## src/rtl/bhmp_pkg.sv

```systemverilog
// Package for the binary HTTP message parser: phase codes, result kinds, error codes.
// Used by bhmp_core and binary_http_message_parser.
package bhmp_pkg;

  localparam int LengthBits = 32;

  localparam logic [4:0] PH_FRAMING     = 5'd0;
  localparam logic [4:0] PH_METHOD_LEN  = 5'd1;
  localparam logic [4:0] PH_SCHEME_LEN  = 5'd3;
  localparam logic [4:0] PH_AUTH_LEN    = 5'd5;
  localparam logic [4:0] PH_PATH_LEN    = 5'd7;
  localparam logic [4:0] PH_HNAME_LEN   = 5'd9;
  localparam logic [4:0] PH_HVAL_LEN    = 5'd11;
  localparam logic [4:0] PH_CONTENT_LEN = 5'd13;
  localparam logic [4:0] PH_TNAME_LEN   = 5'd15;
  localparam logic [4:0] PH_TVAL_LEN    = 5'd17;
  localparam logic [4:0] PH_STATUS      = 5'd19;
  localparam logic [4:0] PH_HSEC        = 5'd20;
  localparam logic [4:0] PH_TSEC        = 5'd21;
  localparam logic [4:0] PH_DONE        = 5'd22;

  localparam logic [3:0] KIND_FRAMING  = 4'd0;
  localparam logic [3:0] KIND_METHOD   = 4'd1;
  localparam logic [3:0] KIND_SCHEME   = 4'd2;
  localparam logic [3:0] KIND_AUTH     = 4'd3;
  localparam logic [3:0] KIND_PATH     = 4'd4;
  localparam logic [3:0] KIND_STATUS   = 4'd5;
  localparam logic [3:0] KIND_HNAME    = 4'd6;
  localparam logic [3:0] KIND_HVAL     = 4'd7;
  localparam logic [3:0] KIND_CONTENT  = 4'd8;
  localparam logic [3:0] KIND_TNAME    = 4'd9;
  localparam logic [3:0] KIND_TVAL     = 4'd10;
  localparam logic [3:0] KIND_ERROR    = 4'd11;

  localparam logic [3:0] ERR_NONE      = 4'd0;
  localparam logic [3:0] ERR_TRUNC     = 4'd1;
  localparam logic [3:0] ERR_FRAMING   = 4'd2;
  localparam logic [3:0] ERR_INDET     = 4'd3;
  localparam logic [3:0] ERR_OVERRUN   = 4'd4;
  localparam logic [3:0] ERR_SCHEME    = 4'd5;
  localparam logic [3:0] ERR_STATUS    = 4'd6;
  localparam logic [3:0] ERR_SECTION   = 4'd7;
  localparam logic [3:0] ERR_NOHEADERS = 4'd8;

  typedef struct packed {
    logic [3:0] kind;
    logic [7:0] payload_byte;
    logic       field_last;
    logic       field_empty;
    logic [9:0] number_value;
    logic       is_request;
    logic       secure;
    logic [3:0] error_code;
    logic       message_done;
  } result_t;

  // kind of the field whose length phase is given (odd phases 1..17)
  function automatic logic [3:0] field_kind(input logic [4:0] lenph);
    case (lenph)
      PH_METHOD_LEN:  field_kind = KIND_METHOD;
      PH_SCHEME_LEN:  field_kind = KIND_SCHEME;
      PH_AUTH_LEN:    field_kind = KIND_AUTH;
      PH_PATH_LEN:    field_kind = KIND_PATH;
      PH_HNAME_LEN:   field_kind = KIND_HNAME;
      PH_HVAL_LEN:    field_kind = KIND_HVAL;
      PH_CONTENT_LEN: field_kind = KIND_CONTENT;
      PH_TNAME_LEN:   field_kind = KIND_TNAME;
      PH_TVAL_LEN:    field_kind = KIND_TVAL;
      default:        field_kind = KIND_FRAMING;
    endcase
  endfunction

  function automatic logic [7:0] https_char(input logic [2:0] idx);
    case (idx)
      3'd0:    https_char = 8'h68;
      3'd1:    https_char = 8'h74;
      3'd2:    https_char = 8'h74;
      3'd3:    https_char = 8'h70;
      3'd4:    https_char = 8'h73;
      default: https_char = 8'h00;
    endcase
  endfunction

endpackage

```

## src/rtl/binary_http_message_parser.sv

```systemverilog
// Top level of the binary HTTP message parser: input register, core, output skid.
// Depends on bhmp_pkg and bhmp_core.
//
// Takes one byte of a known-length binary HTTP message per transfer and gives at
// most one tagged result per byte, presented from the output register once the byte
// has passed the input register and the core update. A byte is accepted every cycle
// while the output side drains; the rate is one byte per clock, set by the update of
// the phase and counter registers on each accepted byte. A stalled output parks one
// result in the skid entry, after which s_tready drops until that entry drains.
// Errors hold until a byte marked as a message start.
module binary_http_message_parser
  import bhmp_pkg::*;
(
  input  logic        clk,
  input  logic        rst,
  input  logic        s_tvalid,
  output logic        s_tready,
  input  logic [39:0] s_tdata,  // data_byte[7:0], bytes_left[39:8]
  input  logic        s_tuser,  // message_start
  output logic        m_tvalid,
  input  logic        m_tready,
  output logic [23:0] m_tdata,  // payload_byte[7:0], field_last[8], field_empty[9],
                                // number_value[19:10], is_request[20], secure[21],
                                // message_done[22], zero[23]
  output logic [7:0]  m_tuser   // kind[3:0], error_code[7:4]
);

  logic        iv;
  logic [39:0] idata;
  logic        istart;
  logic        rv;
  result_t     r;
  result_t     ob;
  logic        ov;
  result_t     sb;
  logic        sv;

  // ready as long as the skid slot is free
  assign s_tready = ~sv;

  always_ff @(posedge clk) begin
    if (rst) iv <= 1'b0;
    else if (s_tready) iv <= s_tvalid;
    if (s_tready) begin
      idata  <= s_tdata;
      istart <= s_tuser;
    end
  end

  bhmp_core u_core (
    .clk(clk), .rst(rst), .in_valid(iv & s_tready),
    .data_byte(idata[7:0]), .bytes_left(idata[39:8]), .message_start(istart),
    .res_valid(rv), .res(r)
  );

  // output register with one skid entry
  always_ff @(posedge clk) begin
    if (rst) begin
      ov <= 1'b0;
      sv <= 1'b0;
    end else begin
      if (!ov || m_tready) begin
        if (sv) begin
          ov <= 1'b1; ob <= sb; sv <= 1'b0;
        end else begin
          ov <= rv & iv; ob <= r;
        end
      end else if (rv && iv && !sv) begin
        sv <= 1'b1; sb <= r;
      end
    end
  end

  assign m_tvalid = ov;
  assign m_tdata  = {1'b0, ob.message_done, ob.secure, ob.is_request, ob.number_value,
                     ob.field_empty, ob.field_last, ob.payload_byte};
  assign m_tuser  = {ob.error_code, ob.kind};

endmodule

```

## src/rtl/bhmp_core.sv

```systemverilog
// Parser state and per-byte decode for the binary HTTP message parser.
// Depends on bhmp_pkg; one registered byte in, at most one result out per cycle.
module bhmp_core
  import bhmp_pkg::*;
(
  input  logic          clk,
  input  logic          rst,
  input  logic          in_valid,
  input  logic [7:0]    data_byte,
  input  logic [31:0]   bytes_left,
  input  logic          message_start,
  output logic          res_valid,
  output result_t       res
);

  logic [4:0]  phase, phase_next;
  logic [61:0] acc, acc_next;
  logic [2:0]  pend, pend_next;
  logic [31:0] fleft, fleft_next;
  logic [31:0] sleft, sleft_next;
  logic        req, req_next;
  logic [2:0]  smatch, smatch_next;
  logic        pair_seen, pair_seen_next;
  logic        err_hold, err_hold_next;

  // state after an optional restart
  logic [4:0]  ph0;
  logic [61:0] acc0;
  logic [2:0]  pend0;
  logic [31:0] fleft0, sleft0;
  logic        req0, pair0, err0;
  logic [2:0]  sm0;

  logic [61:0] v;
  logic [31:0] avail;
  logic [3:0]  size;
  logic        v_big;
  logic [4:0]  lenph;
  logic        last;
  logic [2:0]  sm_upd;
  logic        sec_zero;
  logic        fe_done;
  logic [4:0]  fe_phase;
  logic        fe_smclr;
  logic        fe_pair;

  always_comb begin
    ph0 = phase; acc0 = acc; pend0 = pend; fleft0 = fleft; sleft0 = sleft;
    req0 = req; pair0 = pair_seen; err0 = err_hold; sm0 = smatch;
    if (message_start) begin
      ph0 = PH_FRAMING; acc0 = '0; pend0 = '0; fleft0 = '0; sleft0 = '0;
      req0 = 1'b0; pair0 = 1'b0; err0 = 1'b0; sm0 = '0;
    end
  end

  always_comb begin
    phase_next = ph0; acc_next = acc0; pend_next = pend0; fleft_next = fleft0;
    sleft_next = sleft0; req_next = req0; smatch_next = sm0;
    pair_seen_next = pair0; err_hold_next = err0;
    res = '0;
    res_valid = 1'b0;
    v = '0; size = '0; lenph = '0; last = 1'b0; sm_upd = sm0;
    sec_zero = 1'b0; fe_done = 1'b0; fe_phase = '0; fe_smclr = 1'b0; fe_pair = 1'b0;
    avail = (bytes_left != 32'd0) ? bytes_left - 32'd1 : 32'd0;
    v_big = 1'b0;

    if (in_valid && !err0 && ph0 < PH_DONE) begin
      // section byte budget shrinks on every byte inside a section
      if (((ph0 >= PH_HNAME_LEN) && (ph0 <= PH_HVAL_LEN + 5'd1)) ||
          ((ph0 >= PH_TNAME_LEN) && (ph0 <= PH_TVAL_LEN + 5'd1))) begin
        if (sleft0 != 32'd0) sleft_next = sleft0 - 32'd1;
      end
      sec_zero = (sleft_next == 32'd0);

      if (ph0 >= 5'd1 && ph0 <= 5'd18 && !ph0[0]) begin
        lenph = ph0 - 5'd1;
        last = (fleft0 <= 32'd1);
      end else if (ph0 >= 5'd1 && ph0 <= 5'd18) begin
        lenph = ph0;
        last = 1'b1;
      end

      // where a finished field leads
      case (lenph)
        PH_METHOD_LEN:  begin fe_phase = PH_SCHEME_LEN; fe_smclr = 1'b1; end
        PH_PATH_LEN:    fe_phase = PH_HSEC;
        PH_HNAME_LEN:   fe_phase = PH_HVAL_LEN;
        PH_HVAL_LEN:    begin
          fe_pair = 1'b1;
          fe_phase = sec_zero ? PH_CONTENT_LEN : PH_HNAME_LEN;
        end
        PH_CONTENT_LEN: fe_phase = PH_TSEC;
        PH_TNAME_LEN:   fe_phase = PH_TVAL_LEN;
        PH_TVAL_LEN:    begin
          fe_done = sec_zero;
          fe_phase = sec_zero ? PH_DONE : PH_TNAME_LEN;
        end
        default:        fe_phase = lenph + 5'd2;
      endcase

      if (ph0 >= 5'd1 && ph0 <= 5'd18 && !ph0[0]) begin
        res_valid = 1'b1;
        res.kind = field_kind(lenph);
        res.payload_byte = data_byte;
        res.field_last = last;
        res.is_request = req0;
        res.message_done = last & fe_done;
        if (fleft0 != 32'd0) fleft_next = fleft0 - 32'd1;
        if (lenph == PH_SCHEME_LEN) begin
          sm_upd = (sm0 < 3'd5 && data_byte == https_char(sm0)) ? sm0 + 3'd1 : 3'd7;
          smatch_next = sm_upd;
          if (last) begin
            if (sm_upd == 3'd5) res.secure = 1'b1;
            else if (sm_upd != 3'd4) begin
              res = '0;
              res.kind = KIND_ERROR;
              res.is_request = req0;
              res.error_code = ERR_SCHEME;
              err_hold_next = 1'b1;
            end
          end
        end
        if (last && !(err_hold_next && !err0)) begin
          phase_next = fe_phase;
          if (fe_smclr) smatch_next = '0;
          if (fe_pair) pair_seen_next = 1'b1;
        end
      end else begin
        if (pend0 == 3'd0) begin
          size = 4'd1 << data_byte[7:6];
          v = {56'd0, data_byte[5:0]};
          pend_next = size[2:0] - 3'd1;
        end else begin
          pend_next = pend0 - 3'd1;
          v = {acc0[53:0], data_byte};
        end
        v_big = (v > {30'd0, avail}) || (v[61:LengthBits] != '0);
        if (pend0 == 3'd0 && {28'd0, size} > bytes_left) begin
          res_valid = 1'b1;
          res.kind = KIND_ERROR;
          res.is_request = req0;
          res.error_code = ERR_TRUNC;
          err_hold_next = 1'b1;
          pend_next = pend0;
        end else begin
          acc_next = v;
          if (pend_next == 3'd0) begin
            case (ph0)
              PH_FRAMING: begin
                req_next = ~v[0];
                res_valid = 1'b1;
                res.is_request = ~v[0];
                if (v > 62'd3 || v[1]) begin
                  res.kind = KIND_ERROR;
                  res.error_code = (v > 62'd3) ? ERR_FRAMING : ERR_INDET;
                  err_hold_next = 1'b1;
                end else begin
                  res.kind = KIND_FRAMING;
                  res.number_value = v[9:0];
                  phase_next = v[0] ? PH_STATUS : PH_METHOD_LEN;
                end
              end
              PH_STATUS: begin
                res_valid = 1'b1;
                res.is_request = req0;
                if (v < 62'd200 || v > 62'd599) begin
                  res.kind = KIND_ERROR;
                  res.error_code = ERR_STATUS;
                  err_hold_next = 1'b1;
                end else begin
                  res.kind = KIND_STATUS;
                  res.number_value = v[9:0];
                  phase_next = PH_HSEC;
                end
              end
              PH_HSEC, PH_TSEC: begin
                if (v_big || (ph0 == PH_HSEC && v == '0)) begin
                  res_valid = 1'b1;
                  res.kind = KIND_ERROR;
                  res.is_request = req0;
                  res.error_code = v_big ? ERR_SECTION : ERR_NOHEADERS;
                  err_hold_next = 1'b1;
                end else if (v == '0) begin
                  res_valid = 1'b1;
                  res.kind = KIND_TNAME;
                  res.is_request = req0;
                  res.field_last = 1'b1;
                  res.field_empty = 1'b1;
                  res.message_done = 1'b1;
                  phase_next = PH_DONE;
                end else begin
                  sleft_next = v[31:0];
                  if (ph0 == PH_HSEC) begin
                    pair_seen_next = 1'b0;
                    phase_next = PH_HNAME_LEN;
                  end else begin
                    phase_next = PH_TNAME_LEN;
                  end
                end
              end
              default: begin
                res_valid = 1'b1;
                res.is_request = req0;
                if (v_big || (v == '0 && ph0 == PH_SCHEME_LEN)) begin
                  res.kind = KIND_ERROR;
                  res.error_code = v_big ? ERR_OVERRUN : ERR_SCHEME;
                  err_hold_next = 1'b1;
                end else if (v == '0) begin
                  res.kind = field_kind(ph0);
                  res.field_last = 1'b1;
                  res.field_empty = 1'b1;
                  res.message_done = fe_done;
                  phase_next = fe_phase;
                  if (fe_smclr) smatch_next = '0;
                  if (fe_pair) pair_seen_next = 1'b1;
                end else begin
                  res_valid = 1'b0;
                  fleft_next = v[31:0];
                  phase_next = ph0 + 5'd1;
                end
              end
            endcase
          end
        end
      end
    end
  end

  always_ff @(posedge clk) begin
    if (rst) begin
      phase <= PH_FRAMING; acc <= '0; pend <= '0; fleft <= '0; sleft <= '0;
      req <= 1'b0; smatch <= '0; pair_seen <= 1'b0; err_hold <= 1'b0;
    end else if (in_valid) begin
      phase <= phase_next; acc <= acc_next; pend <= pend_next;
      fleft <= fleft_next; sleft <= sleft_next; req <= req_next;
      smatch <= smatch_next; pair_seen <= pair_seen_next; err_hold <= err_hold_next;
    end
  end

endmodule
```

## config.mk

```make
export PLATFORM = sky130hd
export DESIGN_NAME = binary_http_message_parser
export DESIGN_NICKNAME = d
export VERILOG_FILES = /design/src/rtl/bhmp_pkg.sv /design/src/rtl/binary_http_message_parser.sv /design/src/rtl/bhmp_core.sv
export SDC_FILE = /design/constraint.sdc
export NUM_CORES = 1
export LEC_CHECK = 0
export ABC_AREA = 1
export BUFFER_PORTS_ARGS = -buffer_cell sky130_fd_sc_hd__buf_2
export CAP_MARGIN = 40
export CORE_UTILIZATION = 60
export CTS_CLUSTER_DIAMETER = 40
export DETAILED_ROUTE_END_ITERATION = 8
export PLACE_DENSITY_LB_ADDON = 0.08
export SYNTH_ARGS = -nofsm -noshare
export SYNTH_HDL_FRONTEND = slang
export SYNTH_HIERARCHICAL = 1
export SYNTH_SLANG_ARGS = --single-unit
```

## constraint.sdc

```tcl
create_clock -name clk -period 7.8 [get_ports clk]
set_clock_uncertainty 0.05 [all_clocks]
set_input_delay 1.95 -clock clk [delete_from_list [all_inputs] [get_ports clk]]
set_output_delay 1.95 -clock clk [all_outputs]
set_load 0.05 [all_outputs]
```

# Yosys cells after proc, flatten, opt, wreduce, memory -nomap -nowiden
# Memories as Yosys holds them, arrays and structs flattened.
# Index checks and enable logic that the tools add are counted.
# op_classes
mux	164
n_eq_ne	19
n_shift	1
bitwise	7
n_lt_le_gt_ge	13
addsub	9
reduce_logical	43
# op_table
op	n
32-bit two-way mux	21
62-bit two-way mux	7
31-bit two-way mux	5
5-bit two-way mux	20
32-bit nonzero test	3
32-bit by 1-bit subtractor with 32-bit output (second input constant)	3
3-bit two-way mux	23
4-bit two-way mux	17
62-bit by 10-bit > comparator with 1-bit output (second input constant)	1
62-bit by 2-bit > comparator with 1-bit output (second input constant)	1
62-bit by 32-bit > comparator with 1-bit output	1
62-bit logical NOT	1
62-bit by 8-bit less-than comparator with 1-bit output (second input constant)	1
1-bit two-way mux	47
5-bit one-hot mux with 7 select lines	1
4-bit by 32-bit > comparator with 1-bit output	1
32-bit by 1-bit less-or-equal comparator with 1-bit output (second input constant)	1
32-bit logical NOT	1
8-bit two-way mux	4
30-bit nonzero test	1
7-bit one-hot mux with 4 select lines	1
13-bit two-way mux	2
25-bit two-way mux	1
4-bit one-hot mux with 3 select lines	2
41 further kinds	90
# word_totals
out_inout_bits	34
wordCells	289
rom_bits	256
memories	2
register_bits	245
# mem_list
memory	depth	width	read_ports	rd_ports_with_merged_regs	wr	line_no	text
(name not given)	32	4	1	0	0	bhmp_pkg.sv:59	case (lenph)
(name not given)	32	4	1	0	0	bhmp_pkg.sv:59	

# Depth between registers and ports, before layout
# Gate-level depths: netlist of the first run.
# depth
ltp_word	26
mapped_depth	40
ltp_nobuf	40

# By module
# Netlist of the first run, hierarchy kept.
# modules_own_cells
mod	seq_area_each_um2	cells_per_inst	instances	area_per_inst_um2
bhmp_core	2622.5	2499	1	14096.0
binary_http_message_parser	3153.0	226	1	3719.8

# Worst setup path after synthesis of the first run
# Ideal clock, no wire load.
# synth_path
path_kind	register to register
start	reg idata[12]
end	reg sb[0] (netlist bit) (enable)
arrival_ns	5.040
path_slack_ns	2.291
setup_time_ns	0.419
n_path_buf	0
path_stages_with_launch	35
period_less_slack_ns	5.509
required_ns	7.331
cell_sequence	edfxtp_1 nor2_1 inv_1 nor2_1 inv_1 nor2_1 inv_1 nor2_1 inv_1 nor2_1 nand3_1 inv_1 nand3_1 nor3_1 nand2_1 inv_1 nand2_1 inv_1 or2_2 nand3_1 ha_1 nand2_1 nor2_1 nand3_1 nor3_1 nand3_1 nand2_1 nand2_1 nand2_1 nand2_2 nand2_4 o31ai_1 a21oi_1 nand3_1 nor2_1
# synth_via
elab_chain_cells	14
word_cells_on_any_way	19
# synth_lines
item	line_no	text
start: declaration	binary_http_message_parser.sv:29	logic [39:0] idata;
start signal: assignment	binary_http_message_parser.sv:45	idata <= s_tdata;
32-bit by 1-bit subtractor with 32-bit output / 32-bit nonzero test (equally long branches)	bhmp_core.sv:64	avail = (bytes_left != 32'd0) ? bytes_left - 32'd1 : 32'd0;
32-bit two-way mux	bhmp_core.sv:64	
62-bit by 32-bit > comparator with 1-bit output	bhmp_core.sv:137	v_big = (v > {30'd0, avail}) || (v[61:LengthBits] != '0);
1-bit logical OR	bhmp_core.sv:137	
1-bit logical OR (on tied branches)	bhmp_core.sv:204, bhmp_core.sv:177	
1-bit two-way mux (on tied branches)	bhmp_core.sv:204, bhmp_core.sv:177	
1-bit one-hot mux with 2 select lines	bhmp_core.sv:148	case (ph0)
1-bit two-way mux	bhmp_core.sv:147	if (pend_next == 3'd0) begin
1-bit two-way mux (*)	bhmp_core.sv:138	if (pend0 == 3'd0 && {28'd0, size} > bytes_left) begin
1-bit two-way mux (*)	bhmp_core.sv:101	if (ph0 >= 5'd1 && ph0 <= 5'd18 && !ph0[0]) begin
1-bit two-way mux (*)	bhmp_core.sv:67	if (in_valid && !err0 && ph0 < PH_DONE) begin
named net rv	binary_http_message_parser.sv:31	logic rv;
1-bit logical AND (*) (2 in series)	binary_http_message_parser.sv:68	end else if (rv && iv && !sv) begin
3-bit AND reduction (no line) (*)	-	
end signal: assignment	binary_http_message_parser.sv:69	sv <= 1'b1; sb <= r;
end: declaration	binary_http_message_parser.sv:35	result_t sb;
# The timed path passes the listed nets; every way through them passes the cells marked *.
# A chain may end at the register's enable or synchronous reset.

# Final worst setup path of the first run
# layout_path
start	reg idata[13]
end	reg u_core.fleft[6]
# layout_via
elab_chain_cells	11
word_cells_on_any_way	14
# layout_lines
item	line_no	text
32-bit by 1-bit subtractor with 32-bit output / 32-bit nonzero test (equally long branches)	bhmp_core.sv:64	
32-bit two-way mux	bhmp_core.sv:64	
62-bit by 32-bit > comparator with 1-bit output	bhmp_core.sv:137	
1-bit logical OR	bhmp_core.sv:137	
1-bit logical OR	bhmp_core.sv:204	if (v_big || (v == '0 && ph0 == PH_SCHEME_LEN)) begin
32-bit two-way mux	bhmp_core.sv:204	
32-bit two-way mux	bhmp_core.sv:148	
32-bit two-way mux	bhmp_core.sv:147	
32-bit two-way mux (*)	bhmp_core.sv:138	
32-bit two-way mux (*)	bhmp_core.sv:101	
32-bit two-way mux (*)	bhmp_core.sv:67	
end signal: assignment	bhmp_core.sv:235	fleft <= fleft_next; sleft <= sleft_next; req <= req_next;
end: declaration	bhmp_core.sv:19	logic [31:0] fleft, fleft_next;
# Mark *: on every way between the ends. The rest lies on a longest branch, timed or not.

==> results of run 1 <==
-- stage by stage --
step / utilization / hold WS, ns / total power, mW / area, sq um
after global placement: 0.6287 / 0.4016 / 2.233 / 18190
after floorplan: - / 0.3946 / 2.028 / 17820
after CTS: 0.6765 / 0.4143 / 3.991 / 19580
after detailed placement: 0.6307 / 0.4074 / 2.248 / 18250
after global routing: 0.6769 / 0.4303 / 4.162 / 19590
final: 0.6769 / 0.4115 / 4.013 / 19590
-- layer usage --
| metal | wire length, um | GRT usage | vias to the layer above |
|---|---|---|---|
| li1 | - | - | 9189 |
| met1 | 22740 | 0.4832 | 8839 |
| met5 | 16 | 0 | - |
| met2 | 27610 | 0.6451 | 1225 |
| met3 | 6768 | 0.08530 | 271 |
| met4 | 4273 | 0.2496 | 2 |
-- critical path: cells and delay by family, from the launching register on --
kind            cells  cell delay [ns]
buf+inv             7             1.00
flops               1             0.40
xor+xnor            1             0.18
fa+ha+maj           1             0.31
compound gates      4             0.65
simple gates       19             3.49
-- sequential cells by signal, indices dropped and copies added (netlist names) --
register,flops
istart,1
u_core/pend,3
iv,1
u_core/acc,54
m_tuser,8
m_tvalid,1
sb,31
u_core/phase,5
u_core/smatch,3
u_core/req,1
u_core/err_hold,1
m_tdata,23
sv,1
u_core/sleft,32
idata,40
u_core/fleft,32
-- worst min path at each step --
stage                     startpoint               end  slack, ns  depth (start not counted)
finish               u_core/fleft[0]   u_core/fleft[0]       0.41                          2
global route        u_core/fleft[21]  u_core/fleft[21]       0.43                          2
CTS                    u_core/acc[3]     u_core/acc[3]       0.41                          2
detailed placement     u_core/acc[3]     u_core/acc[3]       0.41                          2
global placement     u_core/fleft[6]   u_core/fleft[6]       0.40                          2
floorplan             u_core/acc[10]    u_core/acc[10]       0.39                          2
-- power groups by stage --
stage          Combinational [mW]  Sequential [mW]  Clock [mW]
2_1_floorplan               0.593             1.43           0
3_3_place_gp                0.814             1.42           0
3_5_place_dp                0.827             1.42           0
4_1_cts                     0.835             1.40        1.76
5_1_grt                     0.942             1.40        1.82
6_report                    0.865             1.40        1.75
-- cells in the final DEF, fill, tap and decap left out, types with 8 or more instances in the layout --
| master | synthesis | routed |
|---|---|---|
| sky130_fd_sc_hd__o21ai_1 | 23 | 23 |
| sky130_fd_sc_hd__xor2_1 | 17 | 17 |
| sky130_fd_sc_hd__o21ai_0 | 272 | 272 |
| sky130_fd_sc_hd__nor2_1 | 302 | 299 |
| sky130_fd_sc_hd__a211oi_1 | 27 | 27 |
| sky130_fd_sc_hd__nor3_1 | 33 | 33 |
| sky130_fd_sc_hd__nand2_2 | 38 | 39 |
| sky130_fd_sc_hd__a21oi_1 | 198 | 197 |
| sky130_fd_sc_hd__nand3_1 | 165 | 165 |
| sky130_fd_sc_hd__inv_2 | 29 | 29 |
| sky130_fd_sc_hd__a31oi_1 | 45 | 45 |
| sky130_fd_sc_hd__a221oi_1 | 24 | 24 |
| sky130_fd_sc_hd__nor2_4 | 7 | 8 |
| sky130_fd_sc_hd__nor4_1 | 18 | 18 |
| sky130_fd_sc_hd__nand2_1 | 654 | 653 |
| sky130_fd_sc_hd__ha_1 | 55 | 55 |
| sky130_fd_sc_hd__edfxtp_1 | 103 | 103 |
| sky130_fd_sc_hd__o211ai_1 | 32 | 32 |
| sky130_fd_sc_hd__dfxtp_1 | 134 | 134 |
| sky130_fd_sc_hd__buf_2 | 26 | 77 |
| sky130_fd_sc_hd__buf_4 | 13 | 27 |
| sky130_fd_sc_hd__inv_1 | 294 | 293 |
| sky130_fd_sc_hd__clkbuf_16 | 0 | 40 |
| sky130_fd_sc_hd__nand4_1 | 36 | 36 |
| sky130_fd_sc_hd__or2_2 | 11 | 11 |
| sky130_fd_sc_hd__nor2_2 | 15 | 17 |
-- area by class of cell --
cell class	count	area [sq um]	area share
Clock buffer	41	1015	0.05180
Inverter	327	1237	0.06317
Multi-Input combinational cell	2027	10110	0.5161
Timing Repair Buffer	108	658.1	0.03360
Clock inverter	29	311.5	0.01591
Sequential cell	237	5776	0.2949
Tap cell	384	480.5	0.02453
-- cell families (layout without fill, tap and decap cells) --
family                     after synthesis  after routing
and+or+nand+nor                       1293           1293
AOI/OAI and AO/OA                      657            657
buffers and inverters                  461            505
DFF                                    237            237
adders and majority gates               55             55
xor gates and xnor gates                21             21
other                                    1              1
==> results.txt, run 1 <==
----------------------------------------------------
[Worst setup path]
  Delay of the slowest cell on the worst path ... 0.63 ns
  Class of the most critical setup path ... reg2reg
  FF-to-FF Start ... idata[13]
  Critical path capture point ... u_core/fleft[6]
  Beginning of the critical path ... idata[13]
  CP Capture Type ... flip-flop
  Crit Reg-Reg Endpoint ... u_core/fleft[6]
  Biggest fanout along the worst timing path ... 32
  Required time of the critical path ... 8.20 ns
  Kind of launch point of the worst setup path ... flip-flop
  Cell occurring most often along the worst timing path ... sky130_fd_sc_hd__inv_1
  Worst R2R Setup Slack ... 1.65 ns
  Arrival @ worst endpoint ... 6.56 ns
  CP max stage cell ... sky130_fd_sc_hd__nor2_4
  R2R depth ... 32

[Timing]
  Share of the cycle needed by the critical path after routing ... 0.7889
  Fin Setup TNS ... 0 ns
  Worst-case headroom to the max-slew limit ... 0.3527
  Final hold vios ... 0
  Final Worst Setup Slack ... 1.647 ns
  Fin crit period ... 6.153 ns
  Unrepaired setup endpoints after global routing ... false
  Maximum clock frequency ... 0.1625 GHz
  Final number of max-transition violations ... 0
  Measured slew at the worst slew-check pin ... 0.9709 ns
  Final Setup Violations ... 0

[Placed design]
  Global placer's final weighted congestion ... 1.028
  Setup WS pre-CTS ... 1.875 ns
  HPWL after detailed placement ... 43.00 mm
  Cells after DPL ... 3082
  Total of buffers placed on input and output ports ... 77

[GRT]
  Pin count of the biggest net entering global routing ... 91
  First-pass GRT wire length ... 96.41 mm
  Number of global-route vias before repair ... 18121
  Aggregate global routing overflow ... 0
  Initial antenna violation count ... 1
  GRT Overall Usage ... 0.3988

[Die]
  Horizontal die dimension ... 174.3 um
  Starting utilization of the core area ... 0.6157
  Die Footprint ... 30390 sq um
  Count of standard-cell rows ... 62
  Count of pins on the block boundary ... 79
  Floorplan Core Area ... 28940 sq um
  Die Y-Extent ... 174.3 um

[Run]
  Total of max-cap violations ... 0

[Status]
  Outcome ... finished clean

[Yosys]
  Number of enable flip-flop cells after synthesis ... 103
  Area fraction of the dominant cell type after synthesis ... 0.1736
  Number of distinct library cell variants in the gate-level netlist after synthesis ... 56
  Async set-or-reset flop fraction in the synthesized netlist ... 0
  Simple-gate share of the synthesized area ... 0.3105
  Library cell with the highest instance count after synthesis ... sky130_fd_sc_hd__nand2_1
  Average size of a mapped cell ... 6.538 sq um
  Total of warnings raised by yosys ... 6
  Post-synth top area cell ... sky130_fd_sc_hd__edfxtp_1
  Leading cell types by count after synthesis ... sky130_fd_sc_hd__nand2_1 (654), sky130_fd_sc_hd__nor2_1 (302), sky130_fd_sc_hd__inv_1 (294)
  Post-Syn Instances ... 2725
  Primary FF master, synth ... sky130_fd_sc_hd__dfxtp_1
  Synth Area in Compound Gates ... 0.2068
  Xor/xnor cell area share of the yosys netlist ... 0.01032
  Cell types occupying the most area after synthesis ... sky130_fd_sc_hd__edfxtp_1 (17%), sky130_fd_sc_hd__dfxtp_1 (15%), sky130_fd_sc_hd__nand2_1 (14%)
  Netlist area before placement ... 17820 sq um
  Synthesized netlist net count ... 2825
  Number of storage elements in the synthesis netlist ... 237
  Largest family of logic cells by synthesized area ... simple AND/OR/NAND/NOR gates
  Share of synthesized cell area in full adder, half adder and majority cells ... 0.03863
  Mux cell area share after synthesis ... 0
  Sequential share of the synthesized area ... 0.3242

[Power and ir drop]
  Switching power ... 1.347 mW
  Clock Power Share ... 0.436
  Fraction of power consumed by sequential logic ... 0.348
  Switching Share ... 0.3358
  Leakage ... 9.058 nW
  Maximum vdd drop ... 0.0001809 V
  Logic pwr share ... 0.216
  Cell internal pwr ... 2.665 mW
  Power density of the placed cells ... 204.9 nW/um^2

[Routing]
  Post-route DRC violation count ... 0
  Post-DR wirelength/cell ... 19.48 um
  Post-detailed-route via-to-cell ratio ... 6.193
  Drt first pass iters ... 9
  Total via count in the routed design ... 19526
  Number of DRC violations after detailed-routing iteration 0 ... 2465
  Routed Antenna Nets ... 0
  Total wire length ... 61.41 mm

[Clock tree]
  Clock latency of the later-clocked register in the worst-skew pair ... 0.55 ns
  Clock-pin slew reported for the worst setup and hold paths after clock tree synthesis ... 0.05 ns
  Buffers from clock root to sink, at most ... 3
  CTS buffer count ... 40
  Root buffer selected by CTS ... sky130_fd_sc_hd__clkbuf_16
  H-Tree Depth ... 2
  CTS-repair resized insts ... 0
  Post-CTS Repair Setup Buffers ... 0
  Clock tree from TritonCTS ... yes
  CTS Hold Buffers Added ... 0
  Clock sink total ... 237

[Cells and area]
  Filler instances ... 2585
  Net count reported at finish ... 2841
  Diode count ... 0
  Non-filler instance count after layout ... 3153
  Proportion of layout cells with a drive suffix above 1 ... 0.1065
  Synthesis-to-finish area growth ... 9.944%

[Hold path]
  Type of the most critical hold path ... reg2reg

----------------------------------------------------
No activity file was read; power rests on OpenSTA's default activity.
==> run 2: changes to the inputs <==
Settings changed: ABC_AREA 1 to 0, CORE_UTILIZATION 60 to 57.
Clock period 7.8 ns to 5.64 ns, I/O delays scaled along.
==> run 2 against run 1 <==
Net effect: total power up 22%; sequential power up 36%; clock power up 26%; critical path type unchanged; largest power group unchanged; highest routed layer is now met4.
==> results.txt, run 2 <==
----------------------------------------------------
[Status]
  Outcome ... finished clean

[Hold path]
  Type of the most critical hold path ... reg2reg
  Min-Delay Path Depth ... 2
  Min-Delay Startpoint ... u_core/smatch[0]
  Worst Hold Endpoint ... u_core/smatch[0]

[Die]
  Starting utilization of the core area ... 0.5818
  Count of standard-cell rows ... 60
  Die Footprint ... 28180 sq um
  Die Y-Extent ... 167.9 um
  Count of pins on the block boundary ... 79
  Horizontal die dimension ... 167.9 um
  Floorplan Core Area ... 26950 sq um

[Routing]
  Post-DR wirelength/cell ... 21.33 um
  Number of DRC violations after detailed-routing iteration 0 ... 1899
  Post-route DRC violation count ... 0
  Total via count in the routed design ... 15569
  Drt first pass iters ... 6
  Routed Antenna Nets ... 0
  Total wire length ... 49.35 mm
  Post-detailed-route via-to-cell ratio ... 6.728

[Power and ir drop]
  Leakage ... 6.813 nW
  Maximum vdd drop ... 0.0002400 V
  Tot Pwr ... 4.912 mW
  Power density of the placed cells ... 276.4 nW/um^2

[Yosys]
  Async set-or-reset flop fraction in the synthesized netlist ... 0
  Leading cell types by count after synthesis ... sky130_fd_sc_hd__nor2_1 (249), sky130_fd_sc_hd__nand2_1 (189), sky130_fd_sc_hd__a21oi_1 (153)
  Number of enable flip-flop cells after synthesis ... 103
  Number of distinct library cell variants in the gate-level netlist after synthesis ... 91
  Sequential share of the synthesized area ... 0.3683
  Area fraction of the dominant cell type after synthesis ... 0.1972
  Number of storage elements in the synthesis netlist ... 237
  Netlist area before placement ... 15680 sq um
  Average size of a mapped cell ... 8.245 sq um
  Post-synth top area cell ... sky130_fd_sc_hd__edfxtp_1
  Cell types occupying the most area after synthesis ... sky130_fd_sc_hd__edfxtp_1 (20%), sky130_fd_sc_hd__dfxtp_1 (17%), sky130_fd_sc_hd__nor2_1 (6.0%)
  Total of warnings raised by yosys ... 6
  Post-Syn Instances ... 1902
  Library cell with the highest instance count after synthesis ... sky130_fd_sc_hd__nor2_1
  Synthesized netlist net count ... 2002
  Primary FF master, synth ... sky130_fd_sc_hd__dfxtp_1

[Clock tree]
  Buffers from clock root to sink, at most ... 3
  Clock sink total ... 237
  Clock tree from TritonCTS ... yes
  Root buffer selected by CTS ... sky130_fd_sc_hd__clkbuf_16
  H-Tree Depth ... 2
  Clock-pin slew reported for the worst setup and hold paths after clock tree synthesis ... 0.05 ns
  CTS buffer count ... 37
  Clock latency of the later-clocked register in the worst-skew pair ... 0.52 ns
  CTS Hold Buffers Added ... 0
  Post-CTS Repair Setup Buffers ... 0

[Cells and area]
  Non-filler instance count after layout ... 2314
  Final non-filler cell area ... 17770 sq um
  Registers with the highest flip-flop counts ... u_core/acc (54), idata (40)
  Net count reported at finish ... 2044
  Flip-flop count of the largest register, all copies and words added ... 54
  Synthesis-to-finish area growth ... 13.33%
  Filler instances ... 2318
  Largest reg by FF count ... u_core/acc
  Most common library cell in the layout ignoring fill and taps ... sky130_fd_sc_hd__nor2_1
  Proportion of layout cells with a drive suffix above 1 ... 0.1425
  Area of the multi-input gates ... 9289 sq um
  FF+latch area ... 5777 sq um
  Post-layout utilization of the core ... 0.6594
  Most used cells in the layout excluding fill and tap cells ... sky130_fd_sc_hd__nor2_1 (246), sky130_fd_sc_hd__nand2_1 (189), sky130_fd_sc_hd__a21oi_1 (151), sky130_fd_sc_hd__dfxtp_1 (133), sky130_fd_sc_hd__edfxtp_1 (103)

[Worst setup path]
  Class of the most critical setup path ... reg2reg
  FF-to-FF Start ... idata[37]
  CP Capture Type ... flip-flop
  Arrival @ worst endpoint ... 5.55 ns
  R2R depth ... 18
  Crit Reg-Reg Endpoint ... m_tuser[3]
  Biggest fanout along the worst timing path ... 16
  Kind of launch point of the worst setup path ... flip-flop
  Required time of the critical path ... 5.85 ns
  Worst R2R Setup Slack ... 0.31 ns

[Timing]
  Final number of max-transition violations ... 0
  Worst-case headroom to the max-slew limit ... 0.3825
  Unrepaired setup endpoints after global routing ... true
  Fin Setup TNS ... 0 ns
  Measured slew at the worst slew-check pin ... 0.9261 ns
  Share of the cycle needed by the critical path after routing ... 0.9456
  Final Setup Violations ... 0
  Fin crit period ... 5.333 ns
  Maximum clock frequency ... 0.1875 GHz
  Final hold vios ... 0

[GRT]
  Initial antenna violation count ... 0
  GRT Overall Usage ... 0.3465
  Pin count of the biggest net entering global routing ... 77
  Number of global-route vias before repair ... 14027
  First-pass GRT wire length ... 77.69 mm
  Aggregate global routing overflow ... 0

[Placed design]
  Post-place instance area ... 16480 sq um
  HPWL after detailed placement ... 35.26 mm
  Global placer's final weighted congestion ... 1.047
  Cells after DPL ... 2246
  Total of buffers placed on input and output ports ... 77

[Run]
  Total of max-cap violations ... 0

----------------------------------------------------
[run 2: cell count changes in the layout (fill, tap and decap cells not counted), sizes merged, moves of 20 or more]
cell,delta
a221oi,-20
buf,+29
nor3,+32
nor2,-75
o21ai,-203
nor4,+33
nand3,-132
and2,+41
nand2,-508
mux2,+33
inv,-278
a21oi,-44
a22oi,+59
[run 2: repair_timing]
item                                    in CTS  in global routing
resized for setup                            1                 13
pin swaps                                    0                  1
endpoints found under the setup margin      49                116
[run 2: how the worst max path moves through the flow]
stage / start / end / slack, ns / cells past startpoint
2_1_floorplan: istart / m_tdata[22] / 0.01 / 24
3_3_place_gp: idata[37] / m_tuser[3] / 0.09 / 19
5_1_grt: idata[37] / m_tuser[3] / -0.005 / 18
4_1_cts: idata[37] / m_tuser[3] / 0.01 / 19
6_report: idata[37] / m_tuser[3] / 0.31 / 18
3_5_place_dp: idata[37] / m_tuser[3] / -0.10 / 19
[run 2: per-stage QoR]
stage	hold WS [ns]	setup WS (ns)
3_3_place_gp	0.4144	0.09125
4_1_cts	0.4319	0.01215
2_1_floorplan	0.3697	0.01231
5_1_grt	0.4432	-0.005023
3_5_place_dp	0.4196	-0.1006
6_report	0.4305	0.3069
[run 2: logic make-up (layout without fill, tap and decap cells)]
family          after synthesis  after routing  synth area share
buf+inv                     179            249           0.04811
fa+ha+maj                    55             55           0.04388
mux                          43             43           0.03654
flops                       237            237            0.3683
compound gates              570            570            0.2414
simple gates                781            781            0.2414
other cells                   1              2         0.0002391
xor+xnor                     36             36           0.02011
[run 2: metal layers]
metal,GRT usage,part of all wire
met5,0,0
met4,0.1181,0.031
met3,0.06394,0.094
met2,0.5288,0.45
met1,0.4925,0.43
[run 2: final cells by class]
class | instances | area share
antenna | 1 | 0.0001408
clock inverter | 25 | 0.01429
inverter | 45 | 0.009504
clock buffer | 42 | 0.05372
multi-input combinational | 1486 | 0.5227
sequential | 237 | 0.3251
timing repair buffer | 137 | 0.05062
tap | 341 | 0.02401
[run 2: power by group]
part / internal, mW / switching [mW]
Combinational: 0.252 / 0.534
Sequential: 1.84 / 0.0715
Clock: 1.35 / 0.865
Total: 3.44 / 1.47
[run 2: critical path: stages, from the launching register on]
cell and delay [ns]:
sky130_fd_sc_hd__edfxtp_1 0.43, sky130_fd_sc_hd__or4_1 0.56, sky130_fd_sc_hd__or3b_2 0.51, sky130_fd_sc_hd__nor4b_4 0.34, sky130_fd_sc_hd__nand3_4 0.21, sky130_fd_sc_hd__o21ai_0 0.15
sky130_fd_sc_hd__ha_1 0.18, sky130_fd_sc_hd__nand4_1 0.23, sky130_fd_sc_hd__nor4_4 0.38, sky130_fd_sc_hd__nand3_1 0.14, sky130_fd_sc_hd__a21oi_1 0.27, sky130_fd_sc_hd__o21ai_4 0.16
sky130_fd_sc_hd__a21oi_2 0.29, sky130_fd_sc_hd__inv_1 0.12, sky130_fd_sc_hd__a21o_1 0.17, sky130_fd_sc_hd__a221o_1 0.34, sky130_fd_sc_hd__a21oi_1 0.18, sky130_fd_sc_hd__a211oi_1 0.09
sky130_fd_sc_hd__mux2_2 0.29
